`config.mk`:
```
export PLATFORM = sky130hd
export DESIGN_NAME = sorted_priority_queue_flat
export DESIGN_NICKNAME = d
export VERILOG_FILES = /design/src/rtl/spq_pkg.sv /design/src/rtl/spq_if.sv /design/src/rtl/spq_datapath.sv /design/src/rtl/spq_controller.sv /design/src/rtl/sorted_priority_queue.sv /design/src/flat_wrapper.sv
export SDC_FILE = /design/constraint.sdc
export NUM_CORES = 2
export LEC_CHECK = 0
export BUFFER_PORTS_ARGS = -buffer_cell sky130_fd_sc_hd__buf_2
export CAP_MARGIN = 0
export CORE_ASPECT_RATIO = 1.75
export CORE_UTILIZATION = 45
export DETAILED_ROUTE_END_ITERATION = 10
export PLACE_DENSITY = 0.73
export SYNTH_ARGS = -nofsm -noshare
export SYNTH_HDL_FRONTEND = slang
export SYNTH_SLANG_ARGS = --single-unit
export TNS_END_PERCENT = 10
```
`constraint.sdc`:
```
create_clock -name clock -period 10.14 [get_ports clock]
set_input_delay 2.028 -clock clock [delete_from_list [all_inputs] [get_ports clock]]
set_output_delay 2.028 -clock clock [all_outputs]
set_load 0.05 [all_outputs]
```
`src/rtl/spq_pkg.sv`:
```
package spq_pkg;

   // Number of entries the queue can hold.
   localparam int CAPACITY = 16;

   localparam int IDX_W = $clog2(CAPACITY);
   localparam int CNT_W = $clog2(CAPACITY + 1);
   localparam int SUM_W = CNT_W + 1;
   localparam int OCC_W = 5;
   localparam int DATA_W = 32;

   // Operation codes.
   localparam logic OP_PUSH = 1'b0;
   localparam logic OP_POP  = 1'b1;

   // Result status codes.
   localparam logic [1:0] ST_PUSHED = 2'd0;
   localparam logic [1:0] ST_POPPED = 2'd1;
   localparam logic [1:0] ST_EMPTY  = 2'd2;
   localparam logic [1:0] ST_FULL   = 2'd3;

   // Read address selection.
   localparam logic RD_HEAD = 1'b0;
   localparam logic RD_PREV = 1'b1;

   // Write data selection.
   localparam logic WR_NEW   = 1'b0;
   localparam logic WR_SHIFT = 1'b1;

   typedef struct packed {
      logic signed [DATA_W-1:0] value;
      logic signed [DATA_W-1:0] prio;
   } entry_type;

   typedef struct packed {
      logic       accept;
      logic       rd_sel;
      logic       wr_en;
      logic       wr_sel;
      logic       pos_dec;
      logic       count_inc;
      logic       pop_take;
      logic       load_rsp;
      logic [1:0] status;
   } cmd_type;

   typedef struct packed {
      logic full;
      logic empty;
      logic pos_zero;
      logic stored_ge;
   } sts_type;

   // Physical slot of a logical position in the circular store.
   function automatic logic [IDX_W-1:0] slot_of(input logic [IDX_W-1:0] head,
                                                input logic [CNT_W-1:0] logical);
      logic [SUM_W-1:0] sum;
      sum = SUM_W'(head) + SUM_W'(logical);
      if (sum >= SUM_W'(CAPACITY)) begin
         sum = sum - SUM_W'(CAPACITY);
      end
      return sum[IDX_W-1:0];
   endfunction

endpackage

```
`src/rtl/spq_if.sv`:
```
interface spq_req_if;
   logic                                 valid;
   logic                                 ready;
   logic                                 op;
   logic signed [spq_pkg::DATA_W-1:0]    item_value;
   logic signed [spq_pkg::DATA_W-1:0]    item_priority;

   modport source (output valid, output op, output item_value, output item_priority,
                   input ready);
   modport sink   (input valid, input op, input item_value, input item_priority,
                   output ready);
endinterface

interface spq_rsp_if;
   logic                                 valid;
   logic                                 ready;
   logic [1:0]                           status;
   logic signed [spq_pkg::DATA_W-1:0]    popped_value;
   logic signed [spq_pkg::DATA_W-1:0]    popped_priority;
   logic [spq_pkg::OCC_W-1:0]            occupancy;

   modport source (output valid, output status, output popped_value,
                   output popped_priority, output occupancy, input ready);
   modport sink   (input valid, input status, input popped_value,
                   input popped_priority, input occupancy, output ready);
endinterface

```
`src/rtl/spq_datapath.sv`:
```
module spq_datapath (
   input  logic                              clock,
   input  logic                              reset,
   input  spq_pkg::cmd_type                  cmd,
   output spq_pkg::sts_type                  sts,
   input  logic signed [spq_pkg::DATA_W-1:0] req_item_value,
   input  logic signed [spq_pkg::DATA_W-1:0] req_item_priority,
   output logic [1:0]                        rsp_status,
   output logic signed [spq_pkg::DATA_W-1:0] rsp_popped_value,
   output logic signed [spq_pkg::DATA_W-1:0] rsp_popped_priority,
   output logic [spq_pkg::OCC_W-1:0]         rsp_occupancy
);
   import spq_pkg::*;

   entry_type                mem [CAPACITY];
   entry_type                rd_data_ff;
   entry_type                new_ff;
   logic [IDX_W-1:0]         head_ff, head_in;
   logic [CNT_W-1:0]         count_ff, count_in;
   logic [CNT_W-1:0]         pos_ff, pos_in;
   logic signed [DATA_W-1:0] pv_ff, pp_ff;
   logic [1:0]               status_ff;
   logic signed [DATA_W-1:0] out_pv_ff, out_pp_ff;
   logic [OCC_W-1:0]         occ_ff;
   logic [IDX_W-1:0]         rd_addr, wr_addr;
   entry_type                wr_data;

   assign rd_addr = (cmd.rd_sel == RD_PREV) ? slot_of(head_ff, pos_ff - CNT_W'(1))
                                             : head_ff;
   assign wr_addr = slot_of(head_ff, pos_ff);
   assign wr_data = (cmd.wr_sel == WR_SHIFT) ? rd_data_ff : new_ff;

   always_ff @(posedge clock) begin
      rd_data_ff <= mem[rd_addr];
      if (cmd.wr_en) begin
         mem[wr_addr] <= wr_data;
      end
   end

   always_comb begin
      head_in  = head_ff;
      count_in = count_ff;
      pos_in   = pos_ff;
      if (cmd.accept) begin
         pos_in = count_ff;
      end else if (cmd.pos_dec) begin
         pos_in = pos_ff - CNT_W'(1);
      end
      if (cmd.count_inc) begin
         count_in = count_ff + CNT_W'(1);
      end
      if (cmd.pop_take) begin
         count_in = count_ff - CNT_W'(1);
         head_in  = (head_ff == IDX_W'(CAPACITY - 1)) ? '0 : head_ff + IDX_W'(1);
      end
   end

   always_ff @(posedge clock) begin
      if (reset) begin
         head_ff  <= '0;
         count_ff <= '0;
      end else begin
         head_ff  <= head_in;
         count_ff <= count_in;
      end
   end

   always_ff @(posedge clock) begin
      pos_ff <= pos_in;
      if (cmd.accept) begin
         new_ff.value <= req_item_value;
         new_ff.prio  <= req_item_priority;
         pv_ff        <= '0;
         pp_ff        <= '0;
      end else if (cmd.pop_take) begin
         pv_ff <= rd_data_ff.value;
         pp_ff <= rd_data_ff.prio;
      end
      if (cmd.load_rsp) begin
         status_ff <= cmd.status;
         out_pv_ff <= pv_ff;
         out_pp_ff <= pp_ff;
         occ_ff    <= OCC_W'(count_ff);
      end
   end

   assign sts.full      = (count_ff == CNT_W'(CAPACITY));
   assign sts.empty     = (count_ff == '0);
   assign sts.pos_zero  = (pos_ff == '0);
   assign sts.stored_ge = !(rd_data_ff.prio < new_ff.prio);

   assign rsp_status          = status_ff;
   assign rsp_popped_value    = out_pv_ff;
   assign rsp_popped_priority = out_pp_ff;
   assign rsp_occupancy       = occ_ff;

endmodule

```
`src/rtl/spq_controller.sv`:
```
module spq_controller (
   input  logic             clock,
   input  logic             reset,
   input  logic             req_valid,
   input  logic             req_op,
   output logic             req_ready,
   input  logic             rsp_ready,
   output logic             rsp_valid,
   input  spq_pkg::sts_type sts,
   output spq_pkg::cmd_type cmd
);
   import spq_pkg::*;

   localparam logic [2:0] S_IDLE     = 3'd0;
   localparam logic [2:0] S_PUSH_RD  = 3'd1;
   localparam logic [2:0] S_PUSH_CMP = 3'd2;
   localparam logic [2:0] S_POP_TAKE = 3'd3;
   localparam logic [2:0] S_RESP     = 3'd4;

   logic [2:0] state_ff, state_in;
   logic [1:0] status_ff, status_in;
   logic       rsp_valid_ff, rsp_valid_in;

   always_comb begin
      state_in   = state_ff;
      status_in  = status_ff;
      req_ready  = 1'b0;
      cmd        = '0;
      cmd.rd_sel = RD_HEAD;
      cmd.wr_sel = WR_NEW;
      cmd.status = status_ff;
      case (state_ff)
         S_IDLE: begin
            req_ready = 1'b1;
            if (req_valid) begin
               cmd.accept = 1'b1;
               if (req_op == OP_PUSH) begin
                  if (sts.full) begin
                     status_in = ST_FULL;
                     state_in  = S_RESP;
                  end else begin
                     status_in = ST_PUSHED;
                     state_in  = S_PUSH_RD;
                  end
               end else begin
                  if (sts.empty) begin
                     status_in = ST_EMPTY;
                     state_in  = S_RESP;
                  end else begin
                     status_in = ST_POPPED;
                     state_in  = S_POP_TAKE;
                  end
               end
            end
         end
         S_PUSH_RD: begin
            if (sts.pos_zero) begin
               cmd.wr_en     = 1'b1;
               cmd.count_inc = 1'b1;
               state_in      = S_RESP;
            end else begin
               cmd.rd_sel = RD_PREV;
               state_in   = S_PUSH_CMP;
            end
         end
         S_PUSH_CMP: begin
            cmd.wr_en = 1'b1;
            if (sts.stored_ge) begin
               cmd.wr_sel  = WR_SHIFT;
               cmd.pos_dec = 1'b1;
               state_in    = S_PUSH_RD;
            end else begin
               cmd.count_inc = 1'b1;
               state_in      = S_RESP;
            end
         end
         S_POP_TAKE: begin
            cmd.pop_take = 1'b1;
            state_in     = S_RESP;
         end
         S_RESP: begin
            if (!rsp_valid_ff || rsp_ready) begin
               cmd.load_rsp = 1'b1;
               state_in     = S_IDLE;
            end
         end
         default: begin
            state_in = S_IDLE;
         end
      endcase
   end

   always_comb begin
      if (cmd.load_rsp) begin
         rsp_valid_in = 1'b1;
      end else if (rsp_ready) begin
         rsp_valid_in = 1'b0;
      end else begin
         rsp_valid_in = rsp_valid_ff;
      end
   end

   always_ff @(posedge clock) begin
      if (reset) begin
         state_ff     <= S_IDLE;
         status_ff    <= ST_PUSHED;
         rsp_valid_ff <= 1'b0;
      end else begin
         state_ff     <= state_in;
         status_ff    <= status_in;
         rsp_valid_ff <= rsp_valid_in;
      end
   end

   assign rsp_valid = rsp_valid_ff;

endmodule

```
`src/rtl/sorted_priority_queue.sv`:
```
// Bounded min-priority queue holding up to CAPACITY entries (a 32-bit data
// word and a 32-bit signed priority) in ascending priority order in a single
// memory with one read and one write port, used as a circular buffer. Each
// request beat is a push or a pop and yields exactly one response beat,
// carrying a status (pushed, popped, pop on empty, push on full dropped), the
// removed entry on a successful pop (zero otherwise) and the occupancy after
// the operation. A new entry goes in front of every held entry of equal or
// greater priority, so among equal priorities the newest is served first.
// One request is worked at a time. A pop passes through a take state and then
// the response state, and a rejected push or empty pop goes straight to the
// response state. A push walks from the tail of the list towards the head,
// moving one entry per step, where each step reads a slot through the
// registered memory port and then writes it one place on; it stops behind a
// smaller entry or lands at the head. In the response state the response is
// loaded into an output register; if the previous response is still waiting
// there, the block stays in that state until it leaves. A finished response
// waits in the output register, and the next request may be accepted while
// it does.

module sorted_priority_queue (
   input logic     clock,
   input logic     reset,
   spq_req_if.sink   req_ch,
   spq_rsp_if.source rsp_ch
);
   import spq_pkg::*;

   // Commands from the controller and status back from the datapath.
   cmd_type cmd;
   sts_type sts;

   // The controller sequences each request and owns both handshakes.
   spq_controller u_ctrl (
      .clock     (clock),
      .reset     (reset),
      .req_valid (req_ch.valid),
      .req_op    (req_ch.op),
      .req_ready (req_ch.ready),
      .rsp_ready (rsp_ch.ready),
      .rsp_valid (rsp_ch.valid),
      .sts       (sts),
      .cmd       (cmd)
   );

   // The datapath holds the entry store, head pointer, count, and the
   // response payload register.
   spq_datapath u_dp (
      .clock               (clock),
      .reset               (reset),
      .cmd                 (cmd),
      .sts                 (sts),
      .req_item_value      (req_ch.item_value),
      .req_item_priority   (req_ch.item_priority),
      .rsp_status          (rsp_ch.status),
      .rsp_popped_value    (rsp_ch.popped_value),
      .rsp_popped_priority (rsp_ch.popped_priority),
      .rsp_occupancy       (rsp_ch.occupancy)
   );

endmodule

```
`src/flat_wrapper.sv`:
```
// flat-port wrapper written by rule: the top's interface ports become plain ports
module sorted_priority_queue_flat import spq_pkg::*;
  (clock, reset, req_ch_valid, req_ch_op, req_ch_item_value, req_ch_item_priority, req_ch_ready, rsp_ch_valid, rsp_ch_status, rsp_ch_popped_value, rsp_ch_popped_priority, rsp_ch_occupancy, rsp_ch_ready);
  spq_req_if req_ch_i ();
  spq_rsp_if rsp_ch_i ();
  input logic clock;
  input logic reset;
  input wire logic [$bits(req_ch_i.valid)-1:0] req_ch_valid;
  input wire logic [$bits(req_ch_i.op)-1:0] req_ch_op;
  input wire logic [$bits(req_ch_i.item_value)-1:0] req_ch_item_value;
  input wire logic [$bits(req_ch_i.item_priority)-1:0] req_ch_item_priority;
  output wire logic [$bits(req_ch_i.ready)-1:0] req_ch_ready;
  output wire logic [$bits(rsp_ch_i.valid)-1:0] rsp_ch_valid;
  output wire logic [$bits(rsp_ch_i.status)-1:0] rsp_ch_status;
  output wire logic [$bits(rsp_ch_i.popped_value)-1:0] rsp_ch_popped_value;
  output wire logic [$bits(rsp_ch_i.popped_priority)-1:0] rsp_ch_popped_priority;
  output wire logic [$bits(rsp_ch_i.occupancy)-1:0] rsp_ch_occupancy;
  input wire logic [$bits(rsp_ch_i.ready)-1:0] rsp_ch_ready;
  assign req_ch_i.valid = req_ch_valid;
  assign req_ch_i.op = req_ch_op;
  assign req_ch_i.item_value = req_ch_item_value;
  assign req_ch_i.item_priority = req_ch_item_priority;
  assign req_ch_ready = req_ch_i.ready;
  assign rsp_ch_valid = rsp_ch_i.valid;
  assign rsp_ch_status = rsp_ch_i.status;
  assign rsp_ch_popped_value = rsp_ch_i.popped_value;
  assign rsp_ch_popped_priority = rsp_ch_i.popped_priority;
  assign rsp_ch_occupancy = rsp_ch_i.occupancy;
  assign rsp_ch_i.ready = rsp_ch_ready;
  sorted_priority_queue u_core (.clock(clock), .reset(reset), .req_ch(req_ch_i), .rsp_ch(rsp_ch_i));
endmodule
```
* Yosys cells after proc, flatten, opt, wreduce, memory -nomap -nowiden
Memory sizes are Yosys's and may differ from the RTL's. A register that Yosys moved wholly into a read port is not among the register bits.
Cells that the tools add are included.
** Storage, ports and cells
- Output and inout bits :: 73
- Flip-flop bits (word level) :: 219
- Bits of input ports :: 69
- Logic and storage cells :: 82
- Memories kept :: 1
- Bits in writable memories :: 1024
** Operators by class
- Reduce and logical (&&, ||, !) cells :: 10
- Equal/unequal tests :: 8
- Add/sub/neg operators :: 8
- Muxes and demuxes :: 38
- Order comparisons :: 3
** Memory list
- u_core.u_dp.mem :: depth 16, width 64, read ports 1, clocked after Yosys merged registers in 1, write ports 1, line spq_datapath.sv:15 : entry_type mem [CAPACITY];
** Operators with widths (number)
- 64-bit 2-to-1 mux :: 1
- 32-bit less-than comparator :: 1
- 3-bit 2-to-1 mux :: 7
- 5-bit 2-to-1 mux :: 4
- 4-bit 2-to-1 mux :: 4
- 3-bit one-hot mux with 5 select lines :: 1
- 1-bit 2-to-1 mux :: 14
- 4-bit by 5-bit adder with 6-bit output :: 2
- 6-bit by 5-bit >= comparator with 1-bit output (second input constant) :: 2
- 5-bit zero test :: 2
- 2-bit 2-to-1 mux :: 5
- 5-bit by 1-bit subtractor with 5-bit output (second input constant) :: 2
- 4-bit by 1-bit subtractor with 4-bit output (second input constant) :: 2
- 3-bit by 2-bit equality test with 1-bit output (second input constant) :: 2
- 2-bit nonzero test :: 3
- 5-bit by 1-bit adder with 5-bit output (second input constant) :: 1
- 5-bit equality test (second input constant) :: 1
- 4-bit by 1-bit adder with 4-bit output (second input constant) :: 1
- 4-bit equality test (second input constant) :: 1
- 2-bit != test (second input constant) :: 2
- 1-bit one-hot mux with 2 select lines :: 2
- 2-bit AND reduction :: 2
- 3-bit by 1-bit equality test with 1-bit output (second input constant) :: 1
- 3-bit equality test (second input constant) :: 1
- other kinds (3) :: 3

* Longest topological paths before layout
- Depth in word-level cells :: 5
- Gate-level depth with buffers :: 13
- Gate-level depth less buffers :: 11

* Modules after synthesis
Synthesis repeated with hierarchy kept, for this count alone.
** Second synthesis, totals
- Cells, all modules :: 2354
- Area, all modules :: 49396.1 um^2
** By module, submodules not included
- spq_datapath :: seq. area each 37696.2 um^2, cells each 2307, times used 1, area an instance 48990.7 um^2
- spq_controller :: seq. area each 120.1 um^2, cells each 47, times used 1, area an instance 405.4 um^2

* Least setup slack after synthesis
No wires, ideal clock.
- Path kind :: input-to-reg
- Start :: in rsp_ch_ready
- End :: reg u_core.u_dp.occ_ff[0], in the netlist u_core.u_dp.rsp_occupancy[0] (enable)
- Arrival :: 5.075 ns
- Setup slack :: 4.565 ns
- Data required time :: 9.640 ns
- Library setup time :: 0.500 ns
- Stages on the path :: 2
- Cell sequence :: nor2b_1 nor2_1
** RTL lines
- start, declared :: line flat_wrapper.sv:18 : input wire logic [$bits(rsp_ch_i.ready)-1:0] rsp_ch_ready;
- end signal, assigned :: line spq_datapath.sv:83 : occ_ff <= OCC_W'(count_ff);
- end, declared :: line spq_datapath.sv:24 : logic [OCC_W-1:0] occ_ff;

* Worst setup path in the final report
- Start :: reg u_core.u_dp.pos_ff[0]
- End :: reg, netlist name u_core.u_dp.rd_data_ff[57]
** Between the ends
- Word-level cells in the longest chain between the ends :: 5
- Elaborated cells on any way between the ends :: 9
** Ends and longest elaborated chain
- start, declared :: line spq_datapath.sv:20 : logic [CNT_W-1:0] pos_ff, pos_in;
- start signal, assigned :: line spq_datapath.sv:69 : pos_ff <= pos_in;
- 5-bit by 1-bit subtractor with 5-bit output :: line spq_datapath.sv:28 : assign rd_addr = (cmd.rd_sel == RD_PREV) ? slot_of(head_ff, pos_ff - CNT_W'(1))
- 4-bit by 5-bit adder with 6-bit output :: line spq_pkg.sv:58 : sum = SUM_W'(head) + SUM_W'(logical);
- 6-bit by 5-bit >= comparator with 1-bit output or 4-bit by 1-bit subtractor with 4-bit output (tied branches) :: line spq_pkg.sv:59, spq_pkg.sv:60
- 4-bit 2-to-1 mux :: line spq_pkg.sv:59 : if (sum >= SUM_W'(CAPACITY)) begin
- 4-bit 2-to-1 mux * :: line spq_datapath.sv:28
Every way passes the cells marked *; elsewhere a longest branch is shown, timed or not.
A chain may end at the register's enable or synchronous reset.

==> results.sh <==
export IMPL_status="complete, but fails checks"
export IMPL_violations="DRC"
export IMPL_worst_slew_pin_slew_ns=1.12
export IMPL_grt_util_met3_pct=3.46
export IMPL_crit_required_ns=10.77
export IMPL_crit_type="reg -> reg"
export IMPL_fin_ws_ns=5.08
export IMPL_wl_per_cell_um=23.9
export IMPL_fp_coreArea_um2=110000
export IMPL_yosys_area_top_type_share_pct=70.2
export IMPL_clock_path_buffers=3
export IMPL_die_y_um=442
export IMPL_fin_util_pct=50.7
export IMPL_antenna_found_initial=6
export IMPL_ios=142
export IMPL_min_period_ns=5.06
export IMPL_synthAdderAreaFrac_pct=1.18
export IMPL_gp_congestion=0.787
export IMPL_maxSlewHeadroom_pct=25.3
export IMPL_fin_skew_ns=0.0255
export IMPL_timing_fmax_ghz=0.198
export IMPL_use_met2_pct=37.6
export IMPL_path_max_fanout=181
export IMPL_cts_buffers=102
export IMPL_netlist_area_um2=49800
export IMPL_avgSynthCellArea_um2=14.5
export IMPL_holdPathStages=0
export IMPL_slowest_stage="buf_4"
export IMPL_htreeDepth=3
export IMPL_rows=161
export IMPL_grtUsageMet1_pct=26.6
export IMPL_hp_start="u_core.u_dp.pv_ff[21]$_SDFFE_PP0P_"
export IMPL_synth_top_family_by_area="simple AND/OR/NAND/NOR gates"
export IMPL_drt_iter0_drc=3484
export IMPL_hold_path_class="reg -> reg"
export IMPL_cts_root_buf="clkbuf_16"
export IMPL_ys_warn_count=0
export IMPL_drc=2
export IMPL_netlist_top_cells_count="edfxtp_1, nand2_1, dfxtp_1, a21oi_1, nand3_1"
export IMPL_async_flop_share_pct=0
export IMPL_synth_xor_area_share_pct=0.282
export IMPL_synth_top_cell_by_area="edfxtp_1"
export IMPL_clk_latency_ns=0.72
export IMPL_synth_compound_area_share_pct=6.54
export IMPL_fin_nets=3636
export IMPL_vias=29500
export IMPL_cts_tree="done"
export IMPL_synth_mux_area_share_pct=3.92
export IMPL_syn_nets=3554
export IMPL_dp_cells=4885
export IMPL_final_cells=5079
export IMPL_cp_end_kind="flip-flop"
export IMPL_postCtsHoldBufs=0
export IMPL_ys_ff_latch=1307
export IMPL_fin_crit_sh_pct=49.9
export IMPL_drive_above_1_share_pct=14.1
export IMPL_initial_core_util_pct=45.3
export IMPL_port_buffers=141
export IMPL_cpLargestDelayFamily="buffers and inverters"
export IMPL_reg2reg_slack_ns=5.08
export IMPL_critPathArrivalTime_ns=5.69
export IMPL_post_synth_top_count_cell="edfxtp_1"
export IMPL_synth_distinct_cells=49
export IMPL_synth_edf_count=1164
export IMPL_cts_resized=0
export IMPL_cp_cell_sequence="inv_1 -> ha_1 -> or4b_1 -> nand3_4 -> mux2i_4 -> buf_4 -> buf_12 -> buf_4 -> nand2_1 -> and3_1 -> a311oi_1 -> a31oi_1 -> o22ai_1"
export IMPL_whs_endpoint="u_core.u_dp.rsp_popped_value[21]$_DFFE_PP_"
export IMPL_synth_simple_area_share_pct=10.0
export IMPL_setup_viol=0
export IMPL_firstDrtPassIters=9
export IMPL_slowest_delay_ns=0.70
export IMPL_wirelength_um=121000
export IMPL_dp_hpwl_um=61300
export IMPL_p_leak_nw=18.8
export IMPL_hold_viol=0
export IMPL_cpMostUsedCell="buf_4"
export IMPL_synthCells=3440
export IMPL_final_max_slew_viol_count=0
export IMPL_vias_per_cell=5.80
export IMPL_cp_start_kind="flip-flop"
export IMPL_rsz0062_at_grt="no"
export IMPL_grt_overflow=0
export IMPL_fin_setup_tns_ns=0
export IMPL_cts_sinks=1307
export IMPL_rr_endpoint="u_core.u_dp.rd_data_ff[57]$_DFF_P_"
export IMPL_chipWidth_um=253
export IMPL_synth_area_leaders="edfxtp_1, nand2_1, dfxtp_1, a311oi_1, mux4_2"
export IMPL_synth_seq_area_share_pct=76.0
export IMPL_dp_slack_ns=5.21
export IMPL_irDropWorstVdd_mv=0.141
export IMPL_grt_max_degree=182
export IMPL_area_delta_synth_final_pct=11.8
export IMPL_maxCapViolCount=0
export IMPL_clkSlewWorstSetupHoldPaths_ns=0.08
export IMPL_die_area_um2=112000
export IMPL_powerDensity_nw_per_um2=215
export IMPL_grt_pass1_wl_um=179000
export IMPL_track_usage_pct=21.6
export IMPL_grt_busiest_layer="met2"
export IMPL_worst_path_buf_inv=4
export IMPL_synthFlopType="edfxtp_1"
export IMPL_reg2reg_depth=13
export IMPL_post_cts_buffers=0
export IMPL_postRouteAntennaNets=0
export IMPL_grt_pass1_vias=29100
export IMPL_timing_rr_start="u_core.u_dp.pos_ff[0]$_DFFE_PP_"
==> cells in the final DEF, fill, tap and decap left out, types with 4 or more instances in the layout <==
| cell | count |
|---|---|
| bufinv_16 | 15 |
| a31oi_1 | 107 |
| clkbuf_1 | 9 |
| clkinv_4 | 6 |
| buf_4 | 45 |
| xnor2_1 | 8 |
| a21o_1 | 5 |
| clkinvlp_4 | 8 |
| buf_2 | 141 |
| clkbuf_16 | 102 |
| inv_6 | 4 |
| a21oi_1 | 133 |
| nor2_1 | 109 |
| clkinv_1 | 12 |
| nor2_4 | 18 |
| clkbuf_8 | 12 |
| dfxtp_1 | 143 |
| edfxtp_1 | 1164 |
| xor2_1 | 7 |
| and3_1 | 63 |
| mux4_2 | 49 |
| nand3_1 | 131 |
| ha_1 | 42 |
| o22ai_1 | 42 |
| o221ai_1 | 41 |
| a211oi_1 | 4 |
| mux2_2 | 66 |
| nand2b_1 | 4 |
| nand2_1 | 870 |
| inv_1 | 39 |
| a311oi_1 | 127 |
| clkinv_2 | 22 |
| o21ai_0 | 11 |
==> flip-flops by register name, summed over array words and instances (netlist names), 4 cells and up <==
name	cells
u_core.u_dp.mem	1024
u_core.u_dp.new_ff	64
u_core.u_dp.rd_data_ff	64
u_core.u_dp.pp_ff	32
u_core.u_dp.pv_ff	32
u_core.u_dp.rsp_popped_priority	32
u_core.u_dp.rsp_popped_value	32
u_core.u_dp.count_ff	5
u_core.u_dp.pos_ff	5
u_core.u_dp.rsp_occupancy	5
u_core.u_dp.head_ff	4
==> layout make-up <==
| class | count | area (µm²) |
|---|---|---|
| fill | 8816 | 54100 |
| sequential | 1307 | 37800 |
| clock buffer | 123 | 2750 |
| inverter | 41 | 160 |
| tap | 1467 | 1840 |
| timing repair buffer | 189 | 1100 |
| antenna | 1 | 2.50 |
| clock inverter | 70 | 820 |
| multi-input combinational | 1881 | 11200 |
==> worst max-delay path by stage <==
| stage | from | end | cells after the start |
|---|---|---|---|
| 2_1_floorplan | rsp_ch_ready | u_core.u_dp.rsp_occupancy[0]$_DFFE_PP_ | 2 |
| 3_3_place_gp | u_core.u_dp.pos_ff[0]$_DFFE_PP_ | u_core.u_dp.rd_data_ff[30]$_DFF_P_ | 13 |
| 3_5_place_dp | u_core.u_dp.pos_ff[0]$_DFFE_PP_ | u_core.u_dp.rd_data_ff[53]$_DFF_P_ | 13 |
| 4_1_cts | u_core.u_dp.pos_ff[0]$_DFFE_PP_ | u_core.u_dp.rd_data_ff[43]$_DFF_P_ | 13 |
| 5_1_grt | u_core.u_dp.pos_ff[0]$_DFFE_PP_ | u_core.u_dp.rd_data_ff[53]$_DFF_P_ | 13 |
| 6_report | u_core.u_dp.pos_ff[0]$_DFFE_PP_ | u_core.u_dp.rd_data_ff[57]$_DFF_P_ | 13 |
==> per-layer routing <==
layer | vias to the layer above | wire length, µm | share of wire [%]
met5 | - | 58 | 0.048
met4 | 10 | 4490 | 3.7
met3 | 287 | 10400 | 8.6
met2 | 1481 | 62200 | 51
met1 | 14700 | 44300 | 36
li1 | 13000 | - | -
==> power by group <==
group	internal, W	switching [W]	total, W
clock	0.00234	0.00189	0.00423
sequential	0.00620	0.000146	0.00635
combinational	0.000410	0.000988	0.00140
==> through the flow <==
stage	total power, W	hold WS (ns)	instance area (µm²)
3_3_place_gp	0.00782	0.412	52100
3_5_place_dp	0.00786	0.415	52100
2_1_floorplan	0.00735	0.408	49800
6_report	0.0120	0.429	55600
4_1_cts	0.0120	0.430	55600
5_1_grt	0.0123	0.436	55600
==> cells by family after synthesis <==
logic type / after synthesis
flops: 1307
simple gates: 1219
compound gates: 477
buf+inv: 252
mux: 124
fa+ha+maj: 45
xor+xnor: 16
(Power assumes the default switching activity.)
